--- src/rtl/drm_pkg.sv ---
// shared widths, constants and codes for the distance rolloff pipeline
// no dependencies
package drm_pkg;

   localparam int VOL_W      = 15;
   localparam int SQ_IN_W    = 32;
   localparam int ROOT_W     = 16;
   localparam int SQRT_STEPS = 16;
   localparam int NUM_W      = 47;
   localparam int Q_W        = 31;
   localparam int DB1_W      = 32;
   localparam int LOG_EW     = 6;
   localparam int LOG_FW     = 16;
   localparam int LOG_VW     = LOG_EW + LOG_FW;
   localparam int FRAC_STEPS = 16;
   localparam int DB_W       = 36;
   localparam int SUM_W      = 56;
   localparam int DELTA_W    = SUM_W - 30;

   localparam logic [25:0] LOG_K = 26'd39456604;
   localparam logic signed [DB_W-1:0] DB3_SAT = -36'sd6553600000;

   typedef enum logic [1:0] {
      ZONE_NEAR = 2'd0,
      ZONE_SPAN = 2'd1,
      ZONE_FAR  = 2'd2
   } zone_type;

   typedef enum logic [2:0] {
      CSR_FLOOR   = 3'd0,
      CSR_CEILING = 3'd1,
      CSR_ALPHA   = 3'd2,
      CSR_NEAR    = 3'd3,
      CSR_FAR     = 3'd4
   } csr_index_type;

endpackage

--- src/rtl/drm_div.sv ---
// pipelined restoring divider, one quotient bit per stage
// depends on drm_pkg
module drm_div #(
   parameter int DW     = 16,
   parameter int SIDE_W = 17
) (
   input  logic                      clock,
   input  logic                      reset,
   input  logic                      adv,
   input  logic [DW-1:0]             span,
   input  logic                      in_valid,
   input  logic [drm_pkg::NUM_W-1:0] in_num,
   input  logic [SIDE_W-1:0]         in_side,
   output logic                      out_valid,
   output logic [drm_pkg::Q_W-1:0]   out_quot,
   output logic [SIDE_W-1:0]         out_side
);
   import drm_pkg::*;

   logic              v_ff   [Q_W];
   logic [DW-1:0]     rem_ff [Q_W];
   logic [Q_W-1:0]    low_ff [Q_W];
   logic [Q_W-1:0]    q_ff   [Q_W];
   logic [SIDE_W-1:0] s_ff   [Q_W];

   for (genvar k = 0; k < Q_W; k++) begin : g_step
      logic              v_src;
      logic [DW-1:0]     rem_src;
      logic [Q_W-1:0]    low_src;
      logic [Q_W-1:0]    q_src;
      logic [SIDE_W-1:0] s_src;
      logic [DW:0]       trial;
      logic [DW-1:0]     rem_in;
      logic [Q_W-1:0]    q_in;

      if (k == 0) begin : g_first
         assign v_src   = in_valid;
         assign rem_src = DW'(in_num >> Q_W);
         assign low_src = in_num[Q_W-1:0];
         assign q_src   = '0;
         assign s_src   = in_side;
      end else begin : g_next
         assign v_src   = v_ff[k-1];
         assign rem_src = rem_ff[k-1];
         assign low_src = low_ff[k-1];
         assign q_src   = q_ff[k-1];
         assign s_src   = s_ff[k-1];
      end

      assign trial = {rem_src, low_src[Q_W-1]};

      always_comb begin
         if (trial >= {1'b0, span}) begin
            rem_in = DW'(trial - {1'b0, span});
            q_in   = {q_src[Q_W-2:0], 1'b1};
         end else begin
            rem_in = trial[DW-1:0];
            q_in   = {q_src[Q_W-2:0], 1'b0};
         end
      end

      always_ff @(posedge clock) begin
         if (reset) begin
            v_ff[k] <= 1'b0;
         end else if (adv) begin
            v_ff[k] <= v_src;
         end
      end

      always_ff @(posedge clock) begin
         if (adv) begin
            rem_ff[k] <= rem_in;
            low_ff[k] <= low_src << 1;
            q_ff[k]   <= q_in;
            s_ff[k]   <= s_src;
         end
      end
   end

   assign out_valid = v_ff[Q_W-1];
   assign out_quot  = q_ff[Q_W-1];
   assign out_side  = s_ff[Q_W-1];

endmodule

--- config.mk ---
export PLATFORM = sky130hd
export DESIGN_NAME = drm_div
export DESIGN_NICKNAME = d
export VERILOG_FILES = /design/src/rtl/drm_pkg.sv /design/src/rtl/drm_div.sv
export SDC_FILE = /design/constraint.sdc
export NUM_CORES = 2
export LEC_CHECK = 0
export BUFFER_PORTS_ARGS = -buffer_cell sky130_fd_sc_hd__buf_2
export CAP_MARGIN = 20
export CORE_MARGIN = 5
export CORE_UTILIZATION = 45
export DETAILED_ROUTE_END_ITERATION = 8
export HOLD_SLACK_MARGIN = 0.03
export MAX_ROUTING_LAYER = met4
export SLEW_MARGIN = 40
export SYNTH_ARGS = -nofsm -noshare
export SYNTH_HDL_FRONTEND = slang
export SYNTH_SLANG_ARGS = --single-unit
export TNS_END_PERCENT = 30
--- constraint.sdc ---
create_clock -name clock -period 7.79 [get_ports clock]
set_clock_uncertainty 0.15 [all_clocks]
set_input_delay 0.779 -clock clock [delete_from_list [all_inputs] [get_ports clock]]
set_output_delay 0.779 -clock clock [all_outputs]
set_load 0.005 [all_outputs]
# Word-level counts from Yosys, hierarchy flattened
# Memory sizes are Yosys's and may differ from the RTL's.
# Index checks and enable logic that the tools add are counted.
[op_classes]
n_addsub = 31
n_lt_le_gt_ge = 31
bitwise_logic = 31
n_mux = 99
[op_table]
columns = ["op", "n"]
rows = [
  ["$ge A17 B16 Y1", 31],
  ["$mux W16", 31],
  ["$sub A16 B16 Y16", 31],
  ["$mux W1", 68],
  ["$or A1 B1 Y1", 31],
]
[word_totals]
wordCells = 197
out_inout_bits = 49
mem_count = 5
ff_bits = 0
in_bits = 84
mem_bits_rw = 2945
[memory_table]
columns = ["name", "words", "word_bits", "read_ports", "rd_ports_with_merged_regs", "write_ports", "line", "rtl"]
rows = [
  ["q_ff", 31, 31, 31, 0, 31, "drm_div.sv:23", "logic [Q_W-1:0] q_ff [Q_W];"],
  ["low_ff", 31, 30, 30, 0, 31, "drm_div.sv:22", "logic [Q_W-1:0] low_ff [Q_W];"],
  ["s_ff", 31, 17, 31, 0, 31, "drm_div.sv:24", "logic [SIDE_W-1:0] s_ff [Q_W];"],
  ["rem_ff", 31, 16, 30, 0, 31, "drm_div.sv:21", "logic [DW-1:0] rem_ff [Q_W];"],
  ["v_ff", 31, 1, 31, 0, 31, "drm_div.sv:20", "logic v_ff [Q_W];"],
]

# Depth between registers and ports, before layout
[depth]
ltp_word = 4
mapped_depth = 13
mapped_depth_nobuf = 12

# Worst setup path after synthesis
# No wires, ideal clock.
[synth_timing]
kind = "input to register"
startpoint = "in span[10]"
endpoint = "mem rem_ff[6][8], in the netlist rem_ff[0][104] (data pin)"
required_time_ps = 7380
path_slack_ps = 3540
arrival_ps = 3840
n_path_buf = 1
setup_ps = 260
stages = 12
cell_sequence = "inv_1 -> ha_1 -> a21o_1 -> a21o_1 -> a21oi_2 -> or3b_1 -> o21ai_2 -> o21ai_2 -> o21a_2 -> nor3_4 -> buf_12 -> mux2_4"
[synth_rtl]
columns = ["element", "line", "rtl"]
rows = [
  ["start: declaration", "drm_div.sv:10", "input logic [DW-1:0] span,"],
  ["end: declaration", "drm_div.sv:21", ""],
]

==> impl_metrics.tcl <==
set metrics [dict create \
    rsz0062_at_grt "false" \
    portBuffers 132 \
    hold_viol 0 \
    core_mm2 0.193 \
    clk_pin_slew_worst_paths_ns 0.06 \
    grt_pass1_vias 45500 \
    worst_pin_slew_ns 0.846 \
    hold_class "in2reg" \
    status "finished, final reports clean" \
    synth_flop_cell "edfxtp_1" \
    ys_seq_elements 1999 \
    rows 161 \
    layout_min_cycle_time_ns 4.16 \
    antenna_found_initial 5 \
    dp_worst_setup_slack_ns 2.83 \
    cts_tree "yes" \
    drv_slew 0 \
    hpwl_mm 99.2 \
    place_congestion 0.859 \
    cp_slowest_cell "buf_4" \
    nNetsFinal 6619 \
    die_h_um 450 \
    dp.cells 8272 \
    numCtsBuffers 207 \
    grt.overflow.total 0 \
    crit_path_start "span[1]" \
    critPathMaxFanout 20 \
    wl_per_cell_um 18.1 \
    synth_most_common_cell "edfxtp_1" \
    synth_nets 6207 \
    cts.sinks 1999 \
    path_cells "buf_2 -> inv_1 -> buf_4 -> ha_1 -> nor2b_1 -> o21a_1 -> o21ai_0 -> a211oi_1 -> o21ai_0 -> o21ai_1 -> o31ai_1 -> nand2_1 -> mux2_2" \
    pin_count 133 \
    p_leak_nw 36.3 \
    p_per_area_mw_per_mm2 389 \
    dr.pass1.iters 5 \
    vdd_drop_max_v 0.000226 \
    synth_top_cell_area_share_pct 68.9 \
    max_cap_violations 0 \
    netlist_top_cells_count "1999 x edfxtp_1, 496 x ha_1, 333 x nor2_1, 327 x a21oi_1, 295 x mux2_2" \
    fillers 15800 \
    cts_setup_buffers 0 \
    viasPerCell 5.25 \
    ys_seq_area_share_pct 68.9 \
    synth_edf_count 1999 \
    async_flop_share_pct 0 \
    synth_cells 5597 \
    max_freq_ghz 0.240 \
    tns_ns 0 \
    cpPeakStageDelay_ns 0.49 \
    num_vias 45800 \
    period_share_pct 53.5 \
    cts_resized 0 \
    ys_types 93 \
    layout_setup_ws_ns 3.63 \
    slew_headroom_pct 43.6 \
    postSynthAreaPerCell_um2 15.6 \
    drt-initial-drc-count 3292 \
    drive_gt1_share_pct 14.6 \
    syn_to_final_growth_pct 13.8 \
    synth_area_mm2 0.0871 \
    fin_hold_ws_ns 0.124 \
    fp.dieW_um 450 \
    grt_first_pass_wirelength_mm 251 \
    stdcell_count 8710 \
    critPathBufInv 3 \
    grt_max_degree 175 \
    cp-end-kind "register" \
    antenna_left 0 \
    synth_area_leaders "edfxtp_1 69%, ha_1 7.1%, mux2_2 3.8%, xnor2_1 2.7%, a21oi_1 1.9%" \
    critPathArrivalTime_ns 4.58 \
    cts-root-buf "clkbuf_16" \
    grt_use_total_pct 15.9 \
    start_kind "input port" \
    post-route-drc-count 0 \
    clk_latency_ns 0.84 \
    h-tree-depth 4 \
    required_ns 8.21 \
    cts_buffer_depth 3 \
    yosys_warnings 0 \
    reg2reg_from "rem_ff[1][144]" \
    report.final.setup_viol 0 \
    synth.largest_area_cell "edfxtp_1" \
    critPathKind "in2reg" \
    start_util_pct 45.2 \
    path_delay_family "compound AO/OA/AOI/OAI gates" \
    die-area_mm2 0.202 \
    min_from "in_num[33]" \
    crit_path_frequent_cell "o21ai_0" \
    wl_mm 158 \
]
layout make-up:
cell class                      instances  area [µm²]  share of cell area, %
Antenna cell                            3        7.51                0.00758
Clock buffer                          240        5350                   5.40
Clock inverter                        141        1690                   1.71
Inverter                              166         623                  0.629
Multi-Input combinational cell       3377       26200                   26.4
Sequential cell                      1999       60000                   60.6
Tap cell                             2526        3160                   3.19
Timing Repair Buffer                  258        2090                   2.10
per-layer routing:
layer / track usage [%] / vias to the layer above / share of wire [%]
met3: 2.78 / 267 / 4.0
met4: 4.60 / 0 / 2.4
li1: - / 22500 / -
met1: 21.5 / 22200 / 47
met5: - / - / 0
met2: 24.9 / 755 / 47
kinds of logic after synthesis:
family	count (synthesis)	synth area share (%)
AOI/OAI and AO/OA	1068	7.91
xor gates and xnor gates	361	3.63
adders and majority gates	526	7.82
buffers and inverters	221	1.09
DFF	1999	68.9
muxes	357	4.65
and+or+nand+nor	1065	5.97
stage by stage:
| step | util (%) | cell area (µm²) | power (mW) |
|---|---|---|---|
| final | 51.5 | 99100 | 38.6 |
| after global placement | 47.4 | 91300 | 28.3 |
| after floorplan | - | 87100 | 25.6 |
| after global routing | 51.5 | 99100 | 41.1 |
| after CTS | 51.4 | 99000 | 39.0 |
| after detailed placement | 47.5 | 91500 | 28.6 |
cell usage in the layout, fill, tap and decap left out, types with 20 or more instances in the layout:
cell,Yosys,final
a21oi_1,327,327
a21boi_0,29,29
nand3_1,65,64
o21a_1,96,96
o21ai_0,225,224
mux2_2,295,295
o21bai_1,30,30
a31oi_1,22,22
inv_1,166,166
edfxtp_1,1999,1999
clkinv_1,0,39
nand2b_1,56,56
o31ai_1,22,22
fa_1,30,30
and2_1,45,45
nor3_1,91,90
dlygate4sd3_1,0,51
clkbuf_1,22,31
buf_2,20,130
a21o_1,96,96
nor2_1,333,333
a211oi_1,29,29
bufinv_16,0,31
clkinv_2,0,32
mux2_4,21,21
buf_4,5,51
xor2_1,97,97
mux2i_1,41,41
xnor2_1,264,264
clkbuf_16,0,209
nand2_1,221,221
nor4_1,24,24
or3_1,20,20
ha_1,496,496
nor2b_1,76,76
nand4_1,63,63
worst register-to-register path: stages (launching register included):
cell,delay (ns)
edfxtp_1,0.42
ha_1,0.30
nor2b_1,0.14
o21a_1,0.17
o21ai_0,0.25
a211oi_1,0.14
o21ai_0,0.37
o21ai_1,0.18
o31ai_1,0.38
nand2_1,0.49
mux2_2,0.45
power by group:
part | switching (mW) | leakage, nW | total, mW | internal, mW
Clock | 4.13 | 3.40 | 10.1 | 5.97
Combinational | 6.65 | 13.3 | 12.9 | 6.21
Sequential | 0.982 | 19.6 | 15.6 | 14.7
worst paths after layout:
check                   end  cells past startpoint  slack [ns]
max reg2reg  rem_ff[1][165]                     10        4.10
max          rem_ff[1][165]                     13        3.63
min            rem_ff[0][3]                      2        0.12
min reg2reg  low_ff[0][350]                      0        0.25
registers in the layout, indices dropped and copies added, names as in the netlist:
| name | cells |
|---|---|
| low_ff | 465 |
| rem_ff | 480 |
| v_ff | 31 |
| s_ff | 527 |
| q_ff | 496 |
repair_timing:
action                                  CTS  global route
hold buffers                             51             0
endpoints found under the hold margin    51             0
endpoints found under the setup margin    0             0
No activity file was read; power rests on OpenSTA's default activity.
