`src/rtl/drm_pkg.sv`:
```
// shared widths, constants and codes for the distance rolloff pipeline
// no dependencies
package drm_pkg;

   localparam int VOL_W      = 15;
   localparam int SQ_IN_W    = 32;
   localparam int ROOT_W     = 16;
   localparam int SQRT_STEPS = 16;
   localparam int NUM_W      = 47;
   localparam int Q_W        = 31;
   localparam int DB1_W      = 32;
   localparam int LOG_EW     = 6;
   localparam int LOG_FW     = 16;
   localparam int LOG_VW     = LOG_EW + LOG_FW;
   localparam int FRAC_STEPS = 16;
   localparam int DB_W       = 36;
   localparam int SUM_W      = 56;
   localparam int DELTA_W    = SUM_W - 30;

   localparam logic [25:0] LOG_K = 26'd39456604;
   localparam logic signed [DB_W-1:0] DB3_SAT = -36'sd6553600000;

   typedef enum logic [1:0] {
      ZONE_NEAR = 2'd0,
      ZONE_SPAN = 2'd1,
      ZONE_FAR  = 2'd2
   } zone_type;

   typedef enum logic [2:0] {
      CSR_FLOOR   = 3'd0,
      CSR_CEILING = 3'd1,
      CSR_ALPHA   = 3'd2,
      CSR_NEAR    = 3'd3,
      CSR_FAR     = 3'd4
   } csr_index_type;

endpackage

```
`src/rtl/drm_isqrt.sv`:
```
// pipelined integer square root, one result bit per stage
// depends on drm_pkg
module drm_isqrt #(
   parameter int SIDE_W = 17
) (
   input  logic                        clock,
   input  logic                        reset,
   input  logic                        adv,
   input  logic                        in_valid,
   input  logic [drm_pkg::SQ_IN_W-1:0] in_x,
   input  logic [SIDE_W-1:0]           in_side,
   output logic                        out_valid,
   output logic [drm_pkg::ROOT_W-1:0]  out_root,
   output logic [SIDE_W-1:0]           out_side
);
   import drm_pkg::*;

   logic              v_ff   [SQRT_STEPS];
   logic [31:0]       x_ff   [SQRT_STEPS];
   logic [31:0]       res_ff [SQRT_STEPS];
   logic [SIDE_W-1:0] s_ff   [SQRT_STEPS];

   for (genvar k = 0; k < SQRT_STEPS; k++) begin : g_step
      logic              v_src;
      logic [31:0]       x_src;
      logic [31:0]       res_src;
      logic [SIDE_W-1:0] s_src;
      logic [31:0]       bitv;
      logic [32:0]       trial;
      logic [31:0]       x_in;
      logic [31:0]       res_in;

      if (k == 0) begin : g_first
         assign v_src   = in_valid;
         assign x_src   = in_x;
         assign res_src = '0;
         assign s_src   = in_side;
      end else begin : g_next
         assign v_src   = v_ff[k-1];
         assign x_src   = x_ff[k-1];
         assign res_src = res_ff[k-1];
         assign s_src   = s_ff[k-1];
      end

      assign bitv  = 32'd1 << (30 - 2 * k);
      assign trial = {1'b0, res_src} + {1'b0, bitv};

      always_comb begin
         if ({1'b0, x_src} >= trial) begin
            x_in   = x_src - trial[31:0];
            res_in = (res_src >> 1) + bitv;
         end else begin
            x_in   = x_src;
            res_in = res_src >> 1;
         end
      end

      always_ff @(posedge clock) begin
         if (reset) begin
            v_ff[k] <= 1'b0;
         end else if (adv) begin
            v_ff[k] <= v_src;
         end
      end

      always_ff @(posedge clock) begin
         if (adv) begin
            x_ff[k]   <= x_in;
            res_ff[k] <= res_in;
            s_ff[k]   <= s_src;
         end
      end
   end

   assign out_valid = v_ff[SQRT_STEPS-1];
   assign out_root  = res_ff[SQRT_STEPS-1][ROOT_W-1:0];
   assign out_side  = s_ff[SQRT_STEPS-1];

endmodule

```
`config.mk`:
```
export PLATFORM = sky130hd
export DESIGN_NAME = drm_isqrt
export DESIGN_NICKNAME = d
export VERILOG_FILES = /design/src/rtl/drm_pkg.sv /design/src/rtl/drm_isqrt.sv
export SDC_FILE = /design/constraint.sdc
export NUM_CORES = 1
export LEC_CHECK = 0
export BUFFER_PORTS_ARGS = -buffer_cell sky130_fd_sc_hd__buf_2
export CORE_UTILIZATION = 45
export DETAILED_ROUTE_END_ITERATION = 10
export SETUP_SLACK_MARGIN = 0.2
export SLEW_MARGIN = 25
export SYNTH_ARGS = -nofsm -noshare
export SYNTH_HDL_FRONTEND = slang
export SYNTH_SLANG_ARGS = --single-unit
```
`constraint.sdc`:
```
create_clock -name clock -period 6.6 [get_ports clock]
set_input_delay 0.33 -clock clock [delete_from_list [all_inputs] [get_ports clock]]
set_output_delay 0.33 -clock clock [all_outputs]
set_load 0.05 [all_outputs]
```
# --- Yosys cells after proc, flatten, opt, wreduce, memory -nomap -nowiden ---
# Memory sizes are Yosys's and may differ from the RTL's.
# Index checks and enable logic that the tools add are counted.
classes:
  addsub: 46
  mul: 0
  div_mod_pow: 0
  n_lt_le_gt_ge: 16
  n_eq_ne: 0
  n_shift: 0
  n_mux: 54
  bitwise_logic: 16
  reduce_logical: 0
ops:
  columns: ["cell", "count"]
  rows:
  - ["32-bit two-way mux", 31]
  - ["32-bit by 33-bit >= comparator with 1-bit output", 15]
  - ["32-bit subtractor", 15]
  - ["32-bit by 1-bit adder with 33-bit output (second input constant)", 1]
  - ["32-bit by 11-bit adder with 33-bit output (second input constant)", 1]
  - ["32-bit by 13-bit adder with 33-bit output (second input constant)", 1]
  - ["32-bit by 15-bit adder with 33-bit output (second input constant)", 1]
  - ["32-bit by 17-bit adder with 33-bit output (second input constant)", 1]
  - ["32-bit by 19-bit adder with 33-bit output (second input constant)", 1]
  - ["32-bit by 21-bit adder with 33-bit output (second input constant)", 1]
  - ["32-bit by 23-bit adder with 33-bit output (second input constant)", 1]
  - ["32-bit by 25-bit adder with 33-bit output (second input constant)", 1]
  - ["32-bit by 27-bit adder with 33-bit output (second input constant)", 1]
  - ["32-bit by 29-bit adder with 33-bit output (second input constant)", 1]
  - ["32-bit by 3-bit adder with 33-bit output (second input constant)", 1]
  - ["32-bit by 5-bit adder with 33-bit output (second input constant)", 1]
  - ["32-bit by 7-bit adder with 33-bit output (second input constant)", 1]
  - ["32-bit by 9-bit adder with 33-bit output (second input constant)", 1]
  - ["31-bit by 1-bit adder with 32-bit output (second input constant)", 1]
  - ["31-bit by 11-bit adder with 32-bit output (second input constant)", 1]
  - ["31-bit by 13-bit adder with 32-bit output (second input constant)", 1]
  - ["31-bit by 15-bit adder with 32-bit output (second input constant)", 1]
  - ["31-bit by 17-bit adder with 32-bit output (second input constant)", 1]
  - ["31-bit by 19-bit adder with 32-bit output (second input constant)", 1]
  - ["other kinds (14)", 50]
word_totals:
  register_bits: 0
  latch_bits: 0
  mem_bits_rw: 1312
  mem_bits_ro: 0
  input_bits: 53
  output_inout_bits: 34
  elab_cells: 136
  n_memories: 4
memory_table:
  columns: ["name", "depth", "word_bits", "read_ports", "rd_clocked_by_memory_dff", "write_ports", "line", "rtl"]
  rows:
  - ["res_ff", 16, 32, 16, 0, 16, "drm_isqrt.sv:20", "logic [31:0] res_ff [SQRT_STEPS];"]
  - ["x_ff", 16, 32, 15, 0, 16, "drm_isqrt.sv:19", "logic [31:0] x_ff [SQRT_STEPS];"]
  - ["s_ff", 16, 17, 16, 0, 16, "drm_isqrt.sv:21", "logic [SIDE_W-1:0] s_ff [SQRT_STEPS];"]
  - ["v_ff", 16, 1, 16, 0, 16, "drm_isqrt.sv:18", "logic v_ff [SQRT_STEPS];"]

# --- Depth between registers and ports, before layout ---
# Gate-level depths: netlist (run 1).
logic_depth:
  depth_word: 4
  depth_mapped: 12

# --- Worst setup path after synthesis (run 1) ---
# No wires, ideal clock.
synth_path:
  path_kind: "register -> register"
  startpoint: "mem x_ff[5][20] (netlist: x_ff[0][180])"
  endpoint: "mem x_ff[6][23] (netlist: x_ff[0][215]) (data pin)"
  arrival_time_ps: 2521
  slack_ps: 3819
  path_stages_with_launch: 10
  path_buffers: 1
  period_less_slack_ps: 2781
  cell_sequence: "edfxtp_1 ha_1 o21a_1 o21a_1 o21a_1 o21ai_0 a21oi_1 nor3b_1 buf_2 mux2_2"
synth_lines:
  columns: ["element", "line"]
  rows:
  - ["start: declaration", "drm_isqrt.sv:19"]

==> results of run 1 <==
-- cells in the final DEF (no fill, tap or decap), types with 85 or more instances in the layout --
cell type	instances
nand2_1	118
clkbuf_16	98
o21ai_0	92
ha_1	150
inv_1	188
a21oi_1	123
xnor2_1	101
buf_2	85
nor2_1	147
edfxtp_1	904
-- worst reg2reg max path: stages (launching register included) --
cell,delay [ns]
edfxtp_1,0.42
ha_1,0.27
or3_1,0.37
o22ai_1,0.37
a211oi_1,0.25
o311ai_0,0.54
and2_1,0.32
buf_4,0.25
inv_2,0.19
nand3b_1,0.15
xnor2_1,0.07
-- how the worst max path moves through the flow --
stage,from,endpoint,slack [ns],cells past startpoint
floorplan,x_ff[0][180],x_ff[0][215],3.82,9
global placement,res_ff[7][23],x_ff[1][23],3.14,10
detailed placement,x_ff[1][135],x_ff[1][171],3.07,7
CTS,x_ff[1][135],x_ff[1][181],3.05,8
global route,x_ff[1][164],x_ff[1][196],2.92,10
finish,x_ff[1][164],x_ff[1][213],3.16,10
-- layout make-up --
cell class,instances,area [um2]
multi-input cells,1417,9854
clock buffers,119,2531
repair buffers,146,1084
inverters,193,724.4
clock inverters,56,509.2
fillers,6868,40360
flip-flops and latches,904,27150
well taps,1080,1351
-- registers in the layout, summed over array words and instances (netlist names) --
name	count
s_ff	272
res_ff	136
x_ff	480
v_ff	16
-- metrics by stage --
stage               setup WS, ns  area (um2)
floorplan                  3.819       37900
global placement           3.141       39640
detailed placement         3.067       39640
CTS                        3.052       43170
global route               2.915       43200
finish                     3.160       43200
-- timing repair --
| item | CTS | global route |
|---|---|---|
| setup endpoints to repair | 0 | 0 |
| hold buffers | 49 | 0 |
| endpoints found under the hold margin | 49 | 0 |
| gates resized for setup | 0 | 0 |
-- report_power, final --
group | switching [W] | internal (W) | leakage [nW]
Clock | 0.00215 | 0.00294 | 1.46
Combinational | 0.000988 | 0.000730 | 5.63
Sequential | 0.000357 | 0.00704 | 8.74
Total | 0.00350 | 0.0107 | 15.8
-- cell families after synthesis --
family                     after synthesis
AOI/OAI and AO/OA                      392
DFF                                    904
xor gates and xnor gates               182
muxes                                   31
and+or+nand+nor                        662
adders and majority gates              150
buffers and inverters                  224
-- routing by layer --
layer	up-vias	wire length [um]	global-route usage [%]
li1	10070	-	-
met1	9875	26570	17.32
met2	348	35500	29.65
met3	153	2131	2.679
met4	0	2347	6.354
met5	-	0	0
==> results.txt, run 1 <==
----------------------------------------------------
[Worst setup path]
  Critical path's slowest cell ... o311ai_0
  CP endpoint kind ... flip-flop
  Critical path fanouts, max ... 21
  Buf+Inv Stages, Crit Path ... 2
  Largest incremental delay on the critical path ... 0.54 ns
  CP Cell Sequence ... ha_1 -> or3_1 -> o22ai_1 -> a211oi_1 -> o311ai_0 -> and2_1 -> buf_4 -> inv_2 -> nand3b_1 -> xnor2_1
  Kind of critical path ... reg -> reg
  Critical R2R Launch ... x_ff[1][164]
  Startpoint type of the worst setup path ... flip-flop
  Arrival @ worst endpoint ... 3.84 ns
  Worst Reg2Reg Path Length in Cells ... 10
  Critical path's top delay family ... compound AO/OA/AOI/OAI gates
  Reg-to-reg slack, setup ... 3.16 ns
  Reg-to-reg critical path endpoint ... x_ff[1][213]
  Worst path required time ... 7.00 ns

[Detailed routing]
  Via count ... 20.44k
  Vias per std cell ... 5.222
  Number of detailed-route iterations in the first pass ... 5
  Post-route DRC violation count ... 0
  Total length of routed wires ... 66.55 mm
  Detailed Route Iter0 Violations ... 1,192
  Detailed-route wire length per cell ... 17.00 um
  Count of antenna-violating nets left after detailed routing ... 0

[Clock tree]
  Number of clock buffers inserted by TritonCTS ... 97
  Worst-Skew Late Latency ... 0.65 ns
  Clk Tree Root Cell ... clkbuf_16
  Post-CTS Setup Inserts ... 0
  Worst-case clock buffer depth ... 3
  CTS tree ... done
  Clk sinks ... 904
  Clock edge transition at the registers on the reported setup and hold paths ... 0.06 ns
  H-tree Lvls ... 3

[Timing]
  Sum of negative setup slack ... 0 ns
  Tightest slew margin relative to the limit ... 32.06%
  FMAX ... 290.7 MHz
  Setup repair after global routing missed its margin ... no
  Actual transition at the worst max-transition pin ... 1.019 ns
  Setup violations, final ... 0
  Period utilization ... 52.13%
  Post-route minimum period ... 3.440 ns
  Number of pins exceeding their max-slew limit in the final report ... 0
  Post-Route Skew ... 0.02508 ns
  Final hold slack ... 0.1013 ns
  Hold Vio Cnt, Final ... 0

[Logic synthesis]
  Compound-cell area share of the yosys netlist ... 6.590%
  Adder and majority gate portion of the synthesized area ... 4.952%
  Main flop type after synthesis ... edfxtp_1
  Sequential-to-total area share from yosys stat ... 71.63%
  Post-synthesis net count ... 2,748
  Fraction of synthesis flops using an asynchronous set or reset pin ... 0%
  Count of state elements after synthesis ... 904
  Post-synthesis average cell area ... 14.89 um2
  Area share of and/or/nand/nor cells after synthesis ... 9.347%
  Post-synthesis instance total ... 2,545
  Count leader, synth ... edfxtp_1
  Xor/xnor cell area share of the yosys netlist ... 4.206%
  Largest cells by area after synthesis ... edfxtp_1 (72%), ha_1 (5.0%), xnor2_1 (2.3%)
  Multiplexer area fraction after synthesis ... 0.8980%
  Number of unique standard cell types used by synthesis ... 76
  Count of yosys warnings during synthesis ... 0
  Count of flip-flops with a built-in enable after synthesis ... 904
  Top cell type by total area after synthesis ... edfxtp_1
  Synth Cell Area ... 37,900 um2
  Most numerous cell types in the synthesized netlist ... edfxtp_1 (904), inv_1 (188), ha_1 (150)
  Dominant combinational cell family by area after synthesis ... simple AND/OR/NAND/NOR gates
  Fraction of post-synthesis cell area in the top cell type by area ... 71.63%

[GRT]
  Vias in the first global route ... 21.23k
  Largest net degree at the start of global routing ... 211
  Number of antenna violations at the first check in global routing ... 0
  Global router's overall resource usage ... 15.70%
  Total congestion overflow ... 0
  Wire length of the first global-routing pass ... 107.8 mm

[Worst hold path]
  Hold Crit Class ... in -> reg
  Hold Path End ... x_ff[0][30]
  Min-Delay Startpoint ... in_x[30]
  Cell depth of the worst min-delay path ... 3

[Pwr]
  Overall power consumption ... 0.01420 W
  Worst IR drop on VDD ... 256.0 uV
  Leakage power ... 15.83 nW
  Power density cells ... 328.8 nW/um2

[Finish]
  Antenna diode instance count ... 0
  Fraction of layout cells with a size suffix above 1 ... 9.982%
  Final net count ... 2,962
  Number of cells in the finished layout apart from fillers ... 3,915
  Area Overhead vs Synth ... 14.00%
  Final core utilization ... 51.70%

[Run status]
  Run status ... complete, no violations

[Floorplan]
  Die Area ... 85,380 um2
  Horiz. Die Dim ... 292.2 um
  Height of the chip ... 292.2 um
  Initial Util ... 45.35%
  Core Footprint ... 83,560 um2
  FP Rows ... 106
  Ports placed on the boundary ... 87

[Placed design]
  Routability Congestion ... 0.9493
  # placed instances ... 3,690
  Hpwl dp ... 45.54 mm
  Port Buf Inserts ... 86

[Run]
  Number of violations of the max-capacitance limit ... 0

----------------------------------------------------
No activity file was read; power rests on OpenSTA's default activity.
==> run 2, diff against run 1 <==
- clock period: 6.6 -> 2.9 ns (I/O delays scaled with it)
==> run 2 against run 1 <==
Compared with the run above:
- critical path depth decreased by 2
- register-to-register slack got worse by 3.1 ns
- largest cell class unchanged
- core utilization increased by 3.6 points
- cell count increased by 4.1%
- wire length increased by 3.6%
==> results.txt, run 2 (synthesized netlist as in run 1, its figures left out) <==
----------------------------------------------------
[Run status]
  Run status ... complete, no violations

[Clock tree]
  H-tree Lvls ... 3 (unchanged)
  Worst-case clock buffer depth ... 3 (unchanged)
  Worst-Skew Late Latency ... 0.65 ns (about the same)
  Clock edge transition at the registers on the reported setup and hold paths ... 0.06 ns (about the same)
  Clk sinks ... 904 (unchanged)
  Clk Tree Root Cell ... clkbuf_16
  Number of clock buffers inserted by TritonCTS ... 94 (-3.1%)
  CTS tree ... done

[GRT]
  Global router's overall resource usage ... 15.97% (+0.27 points)
  Total congestion overflow ... 0 (unchanged)
  Wire length of the first global-routing pass ... 110.2 mm (+2.2%)
  Vias in the first global route ... 22.02k (+3.7%)
  Largest net degree at the start of global routing ... 111 (-47%)
  Number of antenna violations at the first check in global routing ... 1 (+1)

[Placed design]
  # placed instances ... 3,801 (+3.0%)
  Port Buf Inserts ... 86 (unchanged)
  Routability Congestion ... 0.9791 (+3.1%)
  Post-place instance area ... 40,600 um2 (+2.4%)
  Hpwl dp ... 46.65 mm (+2.4%)

[Floorplan]
  Horiz. Die Dim ... 292.2 um (unchanged)
  Core Footprint ... 83,560 um2 (unchanged)
  Height of the chip ... 292.2 um (unchanged)
  Ports placed on the boundary ... 87 (unchanged)
  FP Rows ... 106 (unchanged)
  Initial Util ... 45.35% (unchanged)
  Die Area ... 85,380 um2 (unchanged)

[Pwr]
  Overall power consumption ... 0.03345 W (+140%)
  Worst IR drop on VDD ... 562.6 uV (+120%)
  Power density cells ... 724.5 nW/um2 (+120%)
  Leakage power ... 17.03 nW (+7.6%)

[Worst setup path]
  Startpoint type of the worst setup path ... flip-flop
  CP endpoint kind ... flip-flop
  Kind of critical path ... reg -> reg
  Worst path required time ... 3.29 ns (-3.71 ns)
  Critical path fanouts, max ... 7 (-67%)
  Arrival @ worst endpoint ... 3.21 ns (-0.63 ns)

[Timing]
  Post-route minimum period ... 2.814 ns (-0.6264 ns)
  FMAX ... 355.4 MHz (+22%)
  Setup violations, final ... 0 (unchanged)
  Period utilization ... 97.04% (+45 points)
  Post-Route Skew ... 0.03426 ns (+0.009179 ns)
  Setup repair after global routing missed its margin ... yes
  Sum of negative setup slack ... 0 ns (unchanged)
  Actual transition at the worst max-transition pin ... 0.7146 ns (-0.3045 ns)
  Number of pins exceeding their max-slew limit in the final report ... 0 (unchanged)
  Hold Vio Cnt, Final ... 0 (unchanged)
  Tightest slew margin relative to the limit ... 52.26% (+20 points)

[Finish]
  Fraction of layout cells with a size suffix above 1 ... 21.44% (+11 points)
  Number of cells in the finished layout apart from fillers ... 4,075 (+4.1%)
  Max FFs per register ... 480 (unchanged)
  Antenna diode instance count ... 0 (unchanged)
  Final core utilization ... 55.26% (+3.6 points)
  Largest register by flop count ... x_ff
  Area Overhead vs Synth ... 21.85%
  Most common library cell in the layout ignoring fill and taps ... edfxtp_1
  Filler Cell Count ... 6,530 (-4.9%)
  Registers with the most flip-flops ... x_ff: 480 flops, s_ff: 272 flops, res_ff: 136 flops
  Final net count ... 3,124 (+5.5%)
  Commonest cells after routing, fill and taps aside ... edfxtp_1 (904), inv_1 (187), ha_1 (129), buf_4 (126), nor2_1 (117)
  Design Area, Final ... 46,180 um2 (+6.9%)

[Detailed routing]
  Count of antenna-violating nets left after detailed routing ... 0 (unchanged)
  Via count ... 21.45k (+4.9%)
  Detailed Route Iter0 Violations ... 1,101 (-7.6%)
  Vias per std cell ... 5.263 (+0.79%)
  Total length of routed wires ... 68.96 mm (+3.6%)
  Number of detailed-route iterations in the first pass ... 5 (unchanged)
  Detailed-route wire length per cell ... 16.92 um (-0.44%)
  Post-route DRC violation count ... 0 (unchanged)

[Run]
  Number of violations of the max-capacitance limit ... 0 (unchanged)

[Worst hold path]
  Hold Crit Class ... in -> reg

----------------------------------------------------
[run 2: changes by cell type in the layout (fill, tap and decap cells not counted), moves of 16 or more]
cell	change
a21oi_2	+29
buf_4	+120
nor4_1	-18
buf_6	+16
ha_1	-21
a21oi_1	-35
nor2_1	-30
[run 2: path summary, 6_finish.rpt]
path	startpoint	cells past startpoint	slack, ns	endpoint
worst max register to register	x_ff[1][146]	8	0.09	x_ff[1][187]
worst max-delay path	x_ff[1][146]	8	0.09	x_ff[1][187]
worst min-delay path	reset	3	0.1	v_ff[0][0]
worst min register to register	s_ff[1][68]	0	0.41	s_ff[1][85]
[run 2: cell type report]
type,count,area [um2],area share (%)
sequential,904,27150,58.79
multi-input combinational,1419,11190,24.22
timing repair buffer,309,2683,5.810
clock buffer,114,2427,5.257
tap,1080,1351,2.926
inverter,193,732.0,1.585
clock inverter,56,650.6,1.409
[run 2: power breakdown]
group	switching [W]	total [W]	internal, W
Combinational	0.00259	0.00475	0.00216
Sequential	0.000837	0.0168	0.0160
Clock	0.00487	0.0119	0.00699
[run 2: critical path, stage by stage, from the launching register on]
cell and delay (ns):
edfxtp_1 0.43, ha_4 0.30, nand3b_1 0.15, or4_4 0.55, or3_1 0.32, nand4_1 0.17
a32oi_4 0.13, or3_1 0.39, xnor2_1 0.14
[run 2: repair_timing]
| action | CTS | global route |
|---|---|---|
| setup buffers | 13 | 29 |
| gates resized for setup | 78 | 228 |
| endpoints found under the hold margin | 80 | 0 |
| hold buffers | 52 | 0 |
| cloned | 0 | 10 |
| setup endpoints to repair | 166 | 176 |
| pin swaps | 22 | 60 |
[run 2: metal layers]
metal / GRT usage [%] / wire length (um) / up-vias
met5: 0 / 0 / -
met4: 6.316 / 2663 / 0
met3: 2.611 / 2084 / 180
met2: 30.33 / 37270 / 403
met1: 17.61 / 26950 / 10450
li1: - / - / 10420
[run 2: per-stage QoR]
step           setup slack [ns]  hold WS, ns
2_1_floorplan            0.2060       0.2439
3_3_place_gp            -0.2725       0.3225
3_5_place_dp            -0.2884       0.3233
4_1_cts                 0.09475      0.06455
5_1_grt                -0.04234       0.1164
6_report                0.08587      0.09698
